==> config.mk <==
export PLATFORM = sky130hd
export DESIGN_NAME = quadrature_yaw_pi_controller
export DESIGN_NICKNAME = d
export VERILOG_FILES = /design/src/rtl/qypc_pkg.sv /design/src/rtl/qypc_fifo.sv /design/src/rtl/qypc_cdiv.sv /design/src/rtl/qypc_front.sv /design/src/rtl/qypc_back.sv /design/src/rtl/quadrature_yaw_pi_controller.sv
export SDC_FILE = /design/constraint.sdc
export NUM_CORES = 2
export LEC_CHECK = 0
export ABC_AREA = 1
export BUFFER_PORTS_ARGS = -buffer_cell sky130_fd_sc_hd__buf_2
export CORE_MARGIN = 5
export CORE_UTILIZATION = 38
export CTS_CLUSTER_SIZE = 10
export DETAILED_ROUTE_END_ITERATION = 7
export PLACE_DENSITY = 0.53
export SLEW_MARGIN = 20
export SYNTH_ARGS = -nofsm -noshare
export SYNTH_HDL_FRONTEND = slang
export SYNTH_HIERARCHICAL = 1
export SYNTH_SLANG_ARGS = --single-unit
==> constraint.sdc <==
create_clock -name clk -period 7.7 [get_ports clk]
set_input_delay 0.385 -clock clk [delete_from_list [all_inputs] [get_ports clk]]
set_output_delay 0.385 -clock clk [all_outputs]
set_load 0.01 [all_outputs]
==> src/rtl/qypc_pkg.sv <==
// ----------------------------------------------------------------------------
// qypc_pkg: shared types and constants for the quadrature yaw PI controller
// Field widths, operation and register codes, fixed-point constants and the
// Gray-code step table.
// ----------------------------------------------------------------------------
`default_nettype none

package qypc_pkg;

  // Payload field widths.
  localparam int OP_W       = 2;
  localparam int LEVELS_W   = 2;
  localparam int TARGET_W   = 9;
  localparam int ANGLE_W    = 12;
  localparam int EFFORT_W   = 7;

  // Configuration port.
  localparam int CFG_IDX_W  = 3;
  localparam int CFG_DATA_W = 24;
  localparam int KP_W       = 18;
  localparam int KI_W       = 24;

  // Internal arithmetic widths.
  localparam int QUO_W      = 11;  // magnitude of tenths (up to 1800) or degrees
  localparam int YAW_W      = 10;  // yaw in degrees, below one turn
  localparam int ERR_W      = 11;  // heading error before and after the wrap
  localparam int P_W        = 30;  // kp * err, before the Q16 alignment
  localparam int I_W        = 36;  // ki_dt * err, Q.32
  localparam int INTEG_W    = 48;  // integrator, signed Q16.32
  localparam int TOTAL_W    = 50;  // full effort sum, Q.32
  localparam int FRAC_W     = 32;
  localparam int P_SHIFT    = 16;  // Q2.16 gain times integer error into Q.32
  localparam int EFF_FULL_W = TOTAL_W - FRAC_W;

  localparam int TENTHS_PER_TURN  = 3600;
  localparam int DEGREES_PER_TURN = 360;

  localparam logic signed [ERR_W-1:0] ERR_HALF = 11'sd180;
  localparam logic signed [ERR_W-1:0] ERR_TURN = 11'sd360;

  localparam logic signed [INTEG_W-1:0] INTEG_MAX = 48'sh7FFF_FFFF_FFFF;
  localparam logic signed [INTEG_W-1:0] INTEG_MIN = 48'sh8000_0000_0000;

  typedef enum logic [OP_W-1:0] {
    OP_SAMPLE    = 2'd0,
    OP_REFERENCE = 2'd1,
    OP_TICK      = 2'd2
  } op_t;

  typedef enum logic [CFG_IDX_W-1:0] {
    CFG_KP_GAIN       = 3'd0,
    CFG_KI_DT_GAIN    = 3'd1,
    CFG_EFFORT_OFFSET = 3'd2,
    CFG_EFFORT_MAX    = 3'd3,
    CFG_EFFORT_MIN    = 3'd4
  } cfg_idx_t;

  typedef struct packed {
    logic [KP_W-1:0]     kp_gain;
    logic [KI_W-1:0]     ki_dt_gain;
    logic [EFFORT_W-1:0] effort_offset;
    logic [EFFORT_W-1:0] effort_max;
    logic [EFFORT_W-1:0] effort_min;
  } cfg_t;

  localparam cfg_t CFG_RESET = '{
    kp_gain:       18'd58327,
    ki_dt_gain:    24'd42950,
    effort_offset: 7'd40,
    effort_max:    7'd70,
    effort_min:    7'd2
  };

  // One step along 00 -> 01 -> 11 -> 10 is +1, the reverse is -1. No change or
  // a jump across both channels gives 0.
  function automatic logic signed [1:0] gray_step(input logic [1:0] prev,
                                                  input logic [1:0] curr);
    logic signed [1:0] s;
    unique case ({prev, curr})
      4'b0001, 4'b0111, 4'b1000, 4'b1110: s = 2'sd1;
      4'b0010, 4'b0100, 4'b1011, 4'b1101: s = -2'sd1;
      default:                            s = 2'sd0;
    endcase
    return s;
  endfunction

endpackage

`default_nettype wire

==> src/rtl/qypc_fifo.sv <==
// ----------------------------------------------------------------------------
// qypc_fifo: small register queue
// First-in first-out buffer with full and empty flags and a head that is
// always visible on dout.
// ----------------------------------------------------------------------------
`default_nettype none

module qypc_fifo #(
  parameter int DW    = 8,
  parameter int DEPTH = 4
) (
  input  logic          clk,
  input  logic          rst,
  input  logic          wr,
  input  logic [DW-1:0] din,
  output logic          full,
  input  logic          rd,
  output logic [DW-1:0] dout,
  output logic          empty
);

  localparam int AW = (DEPTH > 1) ? $clog2(DEPTH) : 1;
  localparam int CW = $clog2(DEPTH + 1);

  logic [DW-1:0] mem [DEPTH];
  logic [AW-1:0] wptr;
  logic [AW-1:0] rptr;
  logic [CW-1:0] cnt;
  logic          do_wr;
  logic          do_rd;

  assign full  = (cnt == CW'(DEPTH));
  assign empty = (cnt == '0);
  assign do_wr = wr & ~full;
  assign do_rd = rd & ~empty;
  assign dout  = mem[rptr];

  always_ff @(posedge clk) begin
    if (do_wr) begin
      mem[wptr] <= din;
    end
  end

  always_ff @(posedge clk) begin
    if (rst) begin
      wptr <= '0;
      rptr <= '0;
      cnt  <= '0;
    end else begin
      if (do_wr) begin
        wptr <= (wptr == AW'(DEPTH - 1)) ? '0 : wptr + 1'b1;
      end
      if (do_rd) begin
        rptr <= (rptr == AW'(DEPTH - 1)) ? '0 : rptr + 1'b1;
      end
      if (do_wr && !do_rd) begin
        cnt <= cnt + 1'b1;
      end else if (do_rd && !do_wr) begin
        cnt <= cnt - 1'b1;
      end
    end
  end

endmodule

`default_nettype wire

==> src/rtl/qypc_cdiv.sv <==
// ----------------------------------------------------------------------------
// qypc_cdiv: scale by a constant ratio
// Computes floor(x * MUL / DIV) for unsigned x with a reciprocal multiply,
// a register, then one remainder check that corrects the estimate by one.
// ----------------------------------------------------------------------------
`default_nettype none

module qypc_cdiv #(
  parameter int XW  = 10,
  parameter int MUL = 3600,
  parameter int DIV = 448,
  parameter int QW  = 11
) (
  input  logic          clk,
  input  logic [XW-1:0] x,
  output logic [QW-1:0] q
);

  localparam int PRW = XW + $clog2(MUL + 1);
  localparam int SH  = PRW + $clog2(DIV) + 1;
  localparam longint unsigned RECIP  = (64'd1 << SH) / DIV;
  localparam longint unsigned FACTOR = RECIP * MUL;

  logic [63:0]    est_full;
  logic [QW-1:0]  est;
  logic [QW-1:0]  est_r;
  logic [XW-1:0]  x_r;
  logic [PRW-1:0] exact;
  logic [PRW-1:0] approx;
  logic [PRW-1:0] rem;

  // The estimate is never above the true quotient and at most one below it.
  assign est_full = 64'(x) * FACTOR;
  assign est      = est_full[SH +: QW];

  always_ff @(posedge clk) begin
    x_r   <= x;
    est_r <= est;
  end

  assign exact  = PRW'(x_r) * PRW'(MUL);
  assign approx = PRW'(est_r) * PRW'(DIV);
  assign rem    = exact - approx;
  assign q      = est_r + QW'(rem >= PRW'(DIV));

endmodule

`default_nettype wire

==> src/rtl/qypc_front.sv <==
// ----------------------------------------------------------------------------
// qypc_front: encoder front end
// Accepts items, tracks the encoder count, the channel levels and the
// reference flag, and passes one classified entry per item to the back end.
// ----------------------------------------------------------------------------
`default_nettype none

module qypc_front #(
  parameter int STEPS_PER_TURN = 448,
  parameter int PW             = 10
) (
  input  logic                                clk,
  input  logic                                rst,
  input  logic                                push,
  output logic                                full,
  input  logic [qypc_pkg::OP_W-1:0]           operation,
  input  logic [qypc_pkg::LEVELS_W-1:0]       channels,
  input  logic signed [qypc_pkg::TARGET_W-1:0] target_deg,
  input  logic                                mid_full,
  output logic                                mid_wr,
  output logic                                mid_tick,
  output logic signed [PW-1:0]                mid_pos,
  output logic                                mid_ref,
  output logic signed [qypc_pkg::TARGET_W-1:0] mid_target
);

  import qypc_pkg::*;

  localparam logic signed [PW:0] TURN = (PW + 1)'(STEPS_PER_TURN);

  logic signed [PW-1:0]     position;
  logic signed [PW-1:0]     position_next;
  logic [LEVELS_W-1:0]      last_levels;
  logic [LEVELS_W-1:0]      last_levels_next;
  logic                     ref_flag;
  logic                     ref_flag_next;
  logic                     accept;
  logic                     tick;
  logic signed [PW:0]       moved;

  assign full   = mid_full;
  assign accept = push & ~mid_full;
  assign moved  = (PW + 1)'(position) + (PW + 1)'(gray_step(last_levels, channels));

  always_comb begin
    position_next    = position;
    last_levels_next = last_levels;
    ref_flag_next    = ref_flag;
    tick             = 1'b0;
    unique case (operation)
      OP_SAMPLE: begin
        last_levels_next = channels;
        // A full turn in either direction returns the count to zero.
        if (moved >= TURN || moved <= -TURN) begin
          position_next = '0;
        end else begin
          position_next = PW'(moved);
        end
      end
      OP_REFERENCE: begin
        if (!ref_flag) begin
          position_next = '0;
          ref_flag_next = 1'b1;
        end
      end
      OP_TICK: begin
        tick = 1'b1;
      end
      default: begin
      end
    endcase
  end

  always_ff @(posedge clk) begin
    if (rst) begin
      position    <= '0;
      last_levels <= '0;
      ref_flag    <= 1'b0;
    end else if (accept) begin
      position    <= position_next;
      last_levels <= last_levels_next;
      ref_flag    <= ref_flag_next;
    end
  end

  assign mid_wr     = accept;
  assign mid_tick   = tick;
  assign mid_pos    = position_next;
  assign mid_ref    = ref_flag_next;
  assign mid_target = target_deg;

endmodule

`default_nettype wire

==> src/rtl/qypc_back.sv <==
// ----------------------------------------------------------------------------
// qypc_back: angle scaling and PI controller pipeline
// Four register stages: scale estimate, angle and yaw, gain products, and the
// integrator step. Entries are taken from the middle queue only while the
// result queue has room for everything already in flight.
// ----------------------------------------------------------------------------
`default_nettype none

module qypc_back #(
  parameter int STEPS_PER_TURN = 448,
  parameter int PW             = 10,
  parameter int OUT_DEPTH      = 8
) (
  input  logic                                 clk,
  input  logic                                 rst,
  input  qypc_pkg::cfg_t                       cfg,
  input  logic                                 mid_empty,
  input  logic                                 mid_tick,
  input  logic signed [PW-1:0]                 mid_pos,
  input  logic                                 mid_ref,
  input  logic signed [qypc_pkg::TARGET_W-1:0] mid_target,
  output logic                                 mid_rd,
  input  logic                                 out_beat,
  output logic                                 res_push,
  output logic signed [PW-1:0]                 res_step,
  output logic signed [qypc_pkg::ANGLE_W-1:0]  res_angle,
  output logic [qypc_pkg::EFFORT_W-1:0]        res_effort,
  output logic                                 res_valid,
  output logic                                 res_ref
);

  import qypc_pkg::*;

  localparam int RW   = $clog2(OUT_DEPTH + 1);
  localparam int HALF = STEPS_PER_TURN / 2;
  localparam logic signed [PW:0] TURN_S = (PW + 1)'(STEPS_PER_TURN);
  localparam logic signed [PW:0] HALF_S = (PW + 1)'(HALF);

  // Result queue credits.
  logic [RW-1:0] reserved;
  logic          take;

  assign take   = ~mid_empty & (reserved != RW'(OUT_DEPTH));
  assign mid_rd = take;

  always_ff @(posedge clk) begin
    if (rst) begin
      reserved <= '0;
    end else if (take && !out_beat) begin
      reserved <= reserved + 1'b1;
    end else if (out_beat && !take) begin
      reserved <= reserved - 1'b1;
    end
  end

  // Stage 0: half-turn wrap and magnitudes into the constant scalers.
  logic signed [PW:0]  pos_x;
  logic signed [PW:0]  wrap_x;
  logic [PW-1:0]       mag_w;
  logic [PW-1:0]       mag_u;
  logic [QUO_W-1:0]    tenths_q;
  logic [QUO_W-1:0]    deg_q;

  assign pos_x = (PW + 1)'(mid_pos);

  always_comb begin
    if (pos_x > HALF_S) begin
      wrap_x = pos_x - TURN_S;
    end else if (pos_x < -HALF_S) begin
      wrap_x = pos_x + TURN_S;
    end else begin
      wrap_x = pos_x;
    end
  end

  assign mag_w = PW'(wrap_x[PW] ? -wrap_x : wrap_x);
  assign mag_u = PW'(pos_x[PW] ? -pos_x : pos_x);

  qypc_cdiv #(
    .XW (PW),
    .MUL(TENTHS_PER_TURN),
    .DIV(STEPS_PER_TURN),
    .QW (QUO_W)
  ) u_tenths (
    .clk(clk),
    .x  (mag_w),
    .q  (tenths_q)
  );

  // Truncating tenths and then dividing by ten equals one truncating
  // division of the degree product.
  qypc_cdiv #(
    .XW (PW),
    .MUL(DEGREES_PER_TURN),
    .DIV(STEPS_PER_TURN),
    .QW (QUO_W)
  ) u_degrees (
    .clk(clk),
    .x  (mag_u),
    .q  (deg_q)
  );

  // Stage 1.
  logic                        v1;
  logic                        tick1;
  logic signed [PW-1:0]        pos1;
  logic                        ref1;
  logic signed [TARGET_W-1:0]  tgt1;
  logic                        negw1;
  logic                        negu1;

  // Stage 2.
  logic                        v2;
  logic                        tick2;
  logic signed [PW-1:0]        pos2;
  logic                        ref2;
  logic signed [TARGET_W-1:0]  tgt2;
  logic signed [ANGLE_W-1:0]   angle2;
  logic signed [YAW_W-1:0]     yaw2;

  // Stage 3.
  logic                        v3;
  logic                        tick3;
  logic signed [PW-1:0]        pos3;
  logic                        ref3;
  logic signed [TARGET_W-1:0]  tgt3;
  logic signed [ANGLE_W-1:0]   angle3;
  logic signed [P_W-1:0]       p3;
  logic signed [I_W-1:0]       i3;

  // Stage 4.
  logic                        v4;
  logic                        tick4;
  logic signed [PW-1:0]        pos4;
  logic                        ref4;
  logic signed [ANGLE_W-1:0]   angle4;
  logic signed [TOTAL_W-1:0]   total4;

  // Controller state.
  logic signed [INTEG_W-1:0]   integ;
  logic signed [TARGET_W-1:0]  last_target;
  logic [EFFORT_W-1:0]         last_effort;

  always_ff @(posedge clk) begin
    if (rst) begin
      v1 <= 1'b0;
      v2 <= 1'b0;
      v3 <= 1'b0;
      v4 <= 1'b0;
    end else begin
      v1 <= take;
      v2 <= v1;
      v3 <= v2;
      v4 <= v3;
    end
  end

  always_ff @(posedge clk) begin
    tick1 <= mid_tick;
    pos1  <= mid_pos;
    ref1  <= mid_ref;
    tgt1  <= mid_target;
    negw1 <= wrap_x[PW];
    negu1 <= pos_x[PW];
  end

  // Stage 1 to 2: restore signs.
  always_ff @(posedge clk) begin
    tick2  <= tick1;
    pos2   <= pos1;
    ref2   <= ref1;
    tgt2   <= tgt1;
    angle2 <= negw1 ? -ANGLE_W'(tenths_q) : ANGLE_W'(tenths_q);
    yaw2   <= negu1 ? -YAW_W'(deg_q) : YAW_W'(deg_q);
  end

  // Stage 2 to 3: shortest-path error and the two gain products.
  logic signed [ERR_W-1:0] err_raw;
  logic signed [ERR_W-1:0] err;
  logic signed [P_W-1:0]   kp_x;
  logic signed [P_W-1:0]   err_p;
  logic signed [I_W-1:0]   ki_x;
  logic signed [I_W-1:0]   err_i;

  assign err_raw = ERR_W'(yaw2) - ERR_W'(tgt2);

  always_comb begin
    if (err_raw > ERR_HALF) begin
      err = err_raw - ERR_TURN;
    end else if (err_raw < -ERR_HALF) begin
      err = err_raw + ERR_TURN;
    end else begin
      err = err_raw;
    end
  end

  assign kp_x  = P_W'(cfg.kp_gain);
  assign err_p = P_W'(err);
  assign ki_x  = I_W'(cfg.ki_dt_gain);
  assign err_i = I_W'(err);

  always_ff @(posedge clk) begin
    tick3  <= tick2;
    pos3   <= pos2;
    ref3   <= ref2;
    tgt3   <= tgt2;
    angle3 <= angle2;
    p3     <= kp_x * err_p;
    i3     <= ki_x * err_i;
  end

  // Stage 3 to 4: a new setpoint restarts the integrator before this tick
  // uses it; the sum is exact in Q.32.
  logic                         clear;
  logic signed [INTEG_W-1:0]    integ_base;
  logic signed [INTEG_W:0]      integ_sum;
  logic signed [INTEG_W-1:0]    integ_sat;
  logic signed [TOTAL_W-1:0]    p_aligned;
  logic signed [TOTAL_W-1:0]    off_aligned;
  logic signed [TOTAL_W-1:0]    total;

  assign clear       = (tgt3 != last_target);
  assign integ_base  = clear ? '0 : integ;
  assign p_aligned   = TOTAL_W'(p3) <<< P_SHIFT;
  assign off_aligned = TOTAL_W'(cfg.effort_offset) << FRAC_W;
  assign total       = p_aligned + TOTAL_W'(integ_base) + TOTAL_W'(i3) + off_aligned;
  assign integ_sum   = (INTEG_W + 1)'(integ_base) + (INTEG_W + 1)'(i3);

  always_comb begin
    if (integ_sum[INTEG_W] != integ_sum[INTEG_W-1]) begin
      integ_sat = integ_sum[INTEG_W] ? INTEG_MIN : INTEG_MAX;
    end else begin
      integ_sat = INTEG_W'(integ_sum);
    end
  end

  always_ff @(posedge clk) begin
    if (rst) begin
      integ       <= '0;
      last_target <= '0;
    end else if (v3 && tick3) begin
      integ       <= integ_sat;
      last_target <= tgt3;
    end
  end

  always_ff @(posedge clk) begin
    tick4  <= tick3;
    pos4   <= pos3;
    ref4   <= ref3;
    angle4 <= angle3;
    total4 <= total;
  end

  // Stage 4: truncate toward zero and clamp.
  logic signed [EFF_FULL_W-1:0] eff_floor;
  logic signed [EFF_FULL_W-1:0] eff_int;
  logic signed [EFF_FULL_W-1:0] max_x;
  logic signed [EFF_FULL_W-1:0] min_x;
  logic                         round_up;
  logic [EFFORT_W-1:0]          eff_clamped;

  assign eff_floor = $signed(total4[TOTAL_W-1:FRAC_W]);
  assign round_up  = total4[TOTAL_W-1] & (|total4[FRAC_W-1:0]);
  assign eff_int   = eff_floor + EFF_FULL_W'(round_up);
  assign max_x     = EFF_FULL_W'(cfg.effort_max);
  assign min_x     = EFF_FULL_W'(cfg.effort_min);

  always_comb begin
    priority if (eff_int > max_x) begin
      eff_clamped = cfg.effort_max;
    end else if (eff_int < min_x) begin
      eff_clamped = cfg.effort_min;
    end else begin
      eff_clamped = EFFORT_W'(eff_int);
    end
  end

  always_ff @(posedge clk) begin
    if (rst) begin
      last_effort <= '0;
    end else if (v4 && tick4) begin
      last_effort <= eff_clamped;
    end
  end

  assign res_push   = v4;
  assign res_step   = pos4;
  assign res_angle  = angle4;
  assign res_effort = tick4 ? eff_clamped : last_effort;
  assign res_valid  = tick4;
  assign res_ref    = ref4;

endmodule

`default_nettype wire

==> src/rtl/quadrature_yaw_pi_controller.sv <==
// A result beat passes through the middle queue, the back-end register stages and
// the result queue. Throughput: one beat per cycle each way unless full or empty
// holds it; neither the front-end count loop nor the integrator loop stalls it.
// A stalled result side fills the 8-entry result queue, then the 4-entry middle
// queue, and only then raises full.
// Reset (rst, synchronous) empties both queues and restores all state.
// ----------------------------------------------------------------------------
// quadrature_yaw_pi_controller: encoder decoder with a PI yaw controller
// Decodes quadrature encoder samples into a step count and yaw angle, and on
// each control tick forms a clamped PI drive effort toward a yaw setpoint.
// ----------------------------------------------------------------------------
`default_nettype none

module quadrature_yaw_pi_controller #(
  parameter int STEPS_PER_TURN = 448
) (
  input  logic                                   clk,
  input  logic                                   rst,

  // Input queue side.
  input  logic                                   push,
  output logic                                   full,
  input  logic [qypc_pkg::OP_W-1:0]              operation,
  input  logic [qypc_pkg::LEVELS_W-1:0]          channels,
  input  logic signed [qypc_pkg::TARGET_W-1:0]   target_deg,

  // Result queue side.
  output logic                                   empty,
  input  logic                                   pop,
  output logic signed [$clog2(STEPS_PER_TURN):0] step_count,
  output logic signed [qypc_pkg::ANGLE_W-1:0]    angle_tenths,
  output logic [qypc_pkg::EFFORT_W-1:0]          drive_effort,
  output logic                                   effort_valid,
  output logic                                   reference_seen,

  // Register writes.
  input  logic                                   cfg_valid,
  output logic                                   cfg_ready,
  input  logic [qypc_pkg::CFG_IDX_W-1:0]         cfg_index,
  input  logic [qypc_pkg::CFG_DATA_W-1:0]        cfg_data
);

  import qypc_pkg::*;

  // The step count must hold anything strictly inside one turn either way.
  localparam int PW        = $clog2(STEPS_PER_TURN) + 1;
  localparam int MID_DEPTH = 4;
  localparam int OUT_DEPTH = 8;
  localparam int MID_W     = 1 + PW + 1 + TARGET_W;
  localparam int OUT_W     = PW + ANGLE_W + EFFORT_W + 2;

  // --------------------------------------------------------------------------
  // Configuration registers. Writes are always taken. The gains and bounds must
  // only be changed while no beat is in flight, which the block itself does not
  // enforce, so that the pipeline can read them directly.
  // --------------------------------------------------------------------------
  cfg_t cfg;

  assign cfg_ready = 1'b1;

  always_ff @(posedge clk) begin
    if (rst) begin
      cfg <= CFG_RESET;
    end else if (cfg_valid) begin
      unique case (cfg_index)
        CFG_KP_GAIN:       cfg.kp_gain       <= KP_W'(cfg_data);
        CFG_KI_DT_GAIN:    cfg.ki_dt_gain    <= KI_W'(cfg_data);
        CFG_EFFORT_OFFSET: cfg.effort_offset <= EFFORT_W'(cfg_data);
        CFG_EFFORT_MAX:    cfg.effort_max    <= EFFORT_W'(cfg_data);
        CFG_EFFORT_MIN:    cfg.effort_min    <= EFFORT_W'(cfg_data);
        default: begin
          // Indexes past the register list are accepted and dropped.
        end
      endcase
    end
  end

  // --------------------------------------------------------------------------
  // Front end: the encoder count, channel levels and reference flag update in
  // the cycle a beat is accepted. Each beat leaves one entry in the middle
  // queue carrying the count after the beat, so the back end never has to
  // look back at encoder state.
  // --------------------------------------------------------------------------
  logic                       mid_full;
  logic                       mid_wr;
  logic                       mid_tick;
  logic signed [PW-1:0]       mid_pos;
  logic                       mid_ref;
  logic signed [TARGET_W-1:0] mid_target;

  qypc_front #(
    .STEPS_PER_TURN(STEPS_PER_TURN),
    .PW            (PW)
  ) u_front (
    .clk       (clk),
    .rst       (rst),
    .push      (push),
    .full      (full),
    .operation (operation),
    .channels  (channels),
    .target_deg(target_deg),
    .mid_full  (mid_full),
    .mid_wr    (mid_wr),
    .mid_tick  (mid_tick),
    .mid_pos   (mid_pos),
    .mid_ref   (mid_ref),
    .mid_target(mid_target)
  );

  // --------------------------------------------------------------------------
  // Middle queue: decouples encoder tracking from the controller pipeline.
  // --------------------------------------------------------------------------
  logic [MID_W-1:0]           mid_din;
  logic [MID_W-1:0]           mid_dout;
  logic                       mid_empty;
  logic                       mid_rd;
  logic                       q_tick;
  logic signed [PW-1:0]       q_pos;
  logic                       q_ref;
  logic signed [TARGET_W-1:0] q_target;

  assign mid_din = {mid_tick, mid_pos, mid_ref, mid_target};
  assign {q_tick, q_pos, q_ref, q_target} = mid_dout;

  qypc_fifo #(
    .DW   (MID_W),
    .DEPTH(MID_DEPTH)
  ) u_midq (
    .clk  (clk),
    .rst  (rst),
    .wr   (mid_wr),
    .din  (mid_din),
    .full (mid_full),
    .rd   (mid_rd),
    .dout (mid_dout),
    .empty(mid_empty)
  );

  // --------------------------------------------------------------------------
  // Back end: angle scaling, error, gain products, integrator and clamp. It
  // never stalls once an entry is taken; the credit count inside it keeps the
  // result queue from overflowing.
  // --------------------------------------------------------------------------
  logic                      out_beat;
  logic                      res_push;
  logic signed [PW-1:0]      res_step;
  logic signed [ANGLE_W-1:0] res_angle;
  logic [EFFORT_W-1:0]       res_effort;
  logic                      res_valid;
  logic                      res_ref;

  assign out_beat = pop & ~empty;

  qypc_back #(
    .STEPS_PER_TURN(STEPS_PER_TURN),
    .PW            (PW),
    .OUT_DEPTH     (OUT_DEPTH)
  ) u_back (
    .clk       (clk),
    .rst       (rst),
    .cfg       (cfg),
    .mid_empty (mid_empty),
    .mid_tick  (q_tick),
    .mid_pos   (q_pos),
    .mid_ref   (q_ref),
    .mid_target(q_target),
    .mid_rd    (mid_rd),
    .out_beat  (out_beat),
    .res_push  (res_push),
    .res_step  (res_step),
    .res_angle (res_angle),
    .res_effort(res_effort),
    .res_valid (res_valid),
    .res_ref   (res_ref)
  );

  // --------------------------------------------------------------------------
  // Result queue: the head is presented on the result ports while empty is
  // low. Its full flag is unused because the back end holds a credit for
  // every entry it may write.
  // --------------------------------------------------------------------------
  logic [OUT_W-1:0] out_din;
  logic [OUT_W-1:0] out_dout;
  logic             out_full;

  assign out_din = {res_step, res_angle, res_effort, res_valid, res_ref};
  assign {step_count, angle_tenths, drive_effort, effort_valid, reference_seen} = out_dout;

  qypc_fifo #(
    .DW   (OUT_W),
    .DEPTH(OUT_DEPTH)
  ) u_outq (
    .clk  (clk),
    .rst  (rst),
    .wr   (res_push),
    .din  (out_din),
    .full (out_full),
    .rd   (pop),
    .dout (out_dout),
    .empty(empty)
  );

  // The credit scheme guarantees the queue never refuses a write; surfacing
  // the flag here keeps it visible in waveforms next to res_push.
  logic out_overrun;
  assign out_overrun = res_push & out_full;

  logic unused_ok;
  assign unused_ok = out_overrun;

endmodule

`default_nettype wire

==> flow_summary.toml <==
[timing]
setup_viol = 0
slew_violations = 0
worst_pin_slew_ns = 0.996
min_period_ns = 7.32
finClkSkew_ns = 0.0814
relSlewSlack_pct = 33.6
clock.fmax_mhz = 137
finalCritPeriodShare_pct = 95.0
finalHoldViolations = 0

[floorplanning]
ios = 79
die_y_microns = 426
die_w_microns = 426
die_area_sq_um = 181000
num_rows = 152
initial_utilization_pct = 38.2
core_area_sq_um = 172000

[cells_and_area]
drive_gt1_share_pct = 6.61
finalNonFillerCells = 10500
multi_input_area_sq_um = 40700
final_common_cell = "nand2_1"
final_nets = 9430
stdcell_area_sq_um = 72700
register_area_sq_um = 19000
syn_to_final_growth_pct = 10.7
layout_common_cells = "nand2_1 (1429), inv_1 (1286), nor2_1 (1050)"
fill_cells = 17200

[yosys]
avgSynthCellArea_sq_um = 8.20
synth_area_sq_um = 65700
syn_nets = 9284
syn_inst = 8014
yosysWarnings = 6

[worst_hold_path]
hold_start = "cfg_data[1]"
holdPathEnd = "cfg[22]$_SDFFE_PP1P_"
whs_path_depth = 3
hp-class = "input port to flop"

[route]
vias = 52200
drt_first_iter_violations = 3262
wl_per_cell_microns = 18.2
via_per_inst = 4.95
wirelength_microns = 192000
drc = 0
dr.pass1.iters = 6
antenna_left = 0

[setup_path]
startpoint_type = "flop"
worstPathRequired_ns = 8.30
path_buf_inv = 6
r2r.worst_path.cells = 36
worstReg2RegEnd = "u_back/i3[34]$_DFF_P_"
cp_slowest_cell = "fa_1"
cp.depth = 36
r2r_slack_ns = 0.38
critPathTopFamily = "adder cells"
path_class = "flop to flop"
crit_path_max_incr_delay_ns = 0.58
path_max_fanout = 28
reg2reg_from = "u_back/tgt2[0]$_DFF_P_"
end_kind = "flop"
critPathArrivalTime_ns = 7.92
cp_common_cell = "nand2_1"

[place]
dpl_cell_area_sq_um = 69100
port-buffer-count = 77
place.gp.congestion = 0.932
hpwl_microns = 150000
dp.cells = 10300

[clock_network]
clk_pin_slew_ns = 0.05
cts_tree = "yes"
root_buffer = "clkbuf_16"
clock_path_buffers = 3
clock-sinks = 781
cts_made_buffers = 95
clk_latency_ns = 0.73
cts.htree.levels = 3

[global_route]
track_usage_pct = 21.0
grt_max_degree = 99
grt_first_pass_wirelength_microns = 301000
antenna_found_initial = 21
overflow = 0
grt_pass1_vias = 52700

[status]
status = "completed"

[job]
maxCapViolCount = 0
-- repair_timing --
| item | 4_1_cts | 5_1_grt |
|---|---|---|
| hold buffers | 27 | 0 |
| resized for setup | 0 | 39 |
| endpoints found under the hold margin | 61 | 0 |
| setup endpoints to repair | 0 | 33 |
| buffers inserted | 0 | 6 |
-- layer usage --
layer	track usage (%)	wire length [microns]	vias to the layer above
li1	-	-	25900
met1	28.7	88000	24800
met2	35.5	90800	1160
met3	2.49	8340	268
met4	5.67	5330	0
met5	0	0	-
-- worst reg2reg max path: cells and delay by family, from the launching register on --
| kind | cells | cell delay (ns) |
|---|---|---|
| compound gates | 10 | 1.62 |
| fa+ha+maj | 9 | 3.65 |
| buf+inv | 6 | 0.64 |
| flops | 1 | 0.33 |
| simple gates | 11 | 0.99 |
-- worst max-delay path by stage --
| stage | startpoint | endpoint | slack, ns |
|---|---|---|---|
| 2_1_floorplan | flop | u_back/u_degrees/est_r[4]$_DFF_P_ | 0.30 |
| 3_3_place_gp | u_back/yaw2[0]$_DFF_P_ | u_back/i3[35]$_DFF_P_ | 0.19 |
| 3_5_place_dp | u_back/yaw2[0]$_DFF_P_ | u_back/i3[28]$_DFF_P_ | 0.14 |
| 4_1_cts | u_back/yaw2[0]$_DFF_P_ | u_back/p3[28]$_DFF_P_ | 0.12 |
| 5_1_grt | u_back/yaw2[0]$_DFF_P_ | u_back/i3[35]$_DFF_P_ | -0.03 |
| 6_report | u_back/tgt2[0]$_DFF_P_ | u_back/i3[34]$_DFF_P_ | 0.38 |
-- registers in the layout, indices dropped and copies added (netlist names), 11 cells and up, named ones only --
signal,flops
cfg,63
u_back/p3,30
u_midq/mem,84
u_back/integ,48
u_outq/mem,248
u_back/u_tenths/est_r,11
u_back/angle2,12
u_back/total4,50
u_back/angle3,12
u_back/i3,36
u_back/res_angle,12
-- cell type report --
type / instances / share of cell area [%]
clock inverters: 20 / 0.547
clock buffers: 147 / 3.68
flip-flops and latches: 781 / 26.1
diodes: 6 / 0.0207
well taps: 2310 / 3.98
multi-input cells: 5703 / 56.0
inverters: 1314 / 6.81
repair buffers: 265 / 2.85
-- metrics by stage --
step / utilization, % / hold slack, ns / worst slack, ns / TNS [ns]
4_1_cts: 42.2 / 0.0103 / 0.119 / 0
3_3_place_gp: 40.2 / 0.314 / 0.185 / 0
6_report: 42.3 / 0.0665 / 0.383 / 0
5_1_grt: 42.3 / 0.0229 / -0.0332 / -0.0447
3_5_place_dp: 40.2 / 0.312 / 0.144 / 0
2_1_floorplan: - / 0.310 / 0.301 / 0
Power is not shown: default switching activity piles up to over one toggle a cycle in this logic, so the estimate is an artifact.
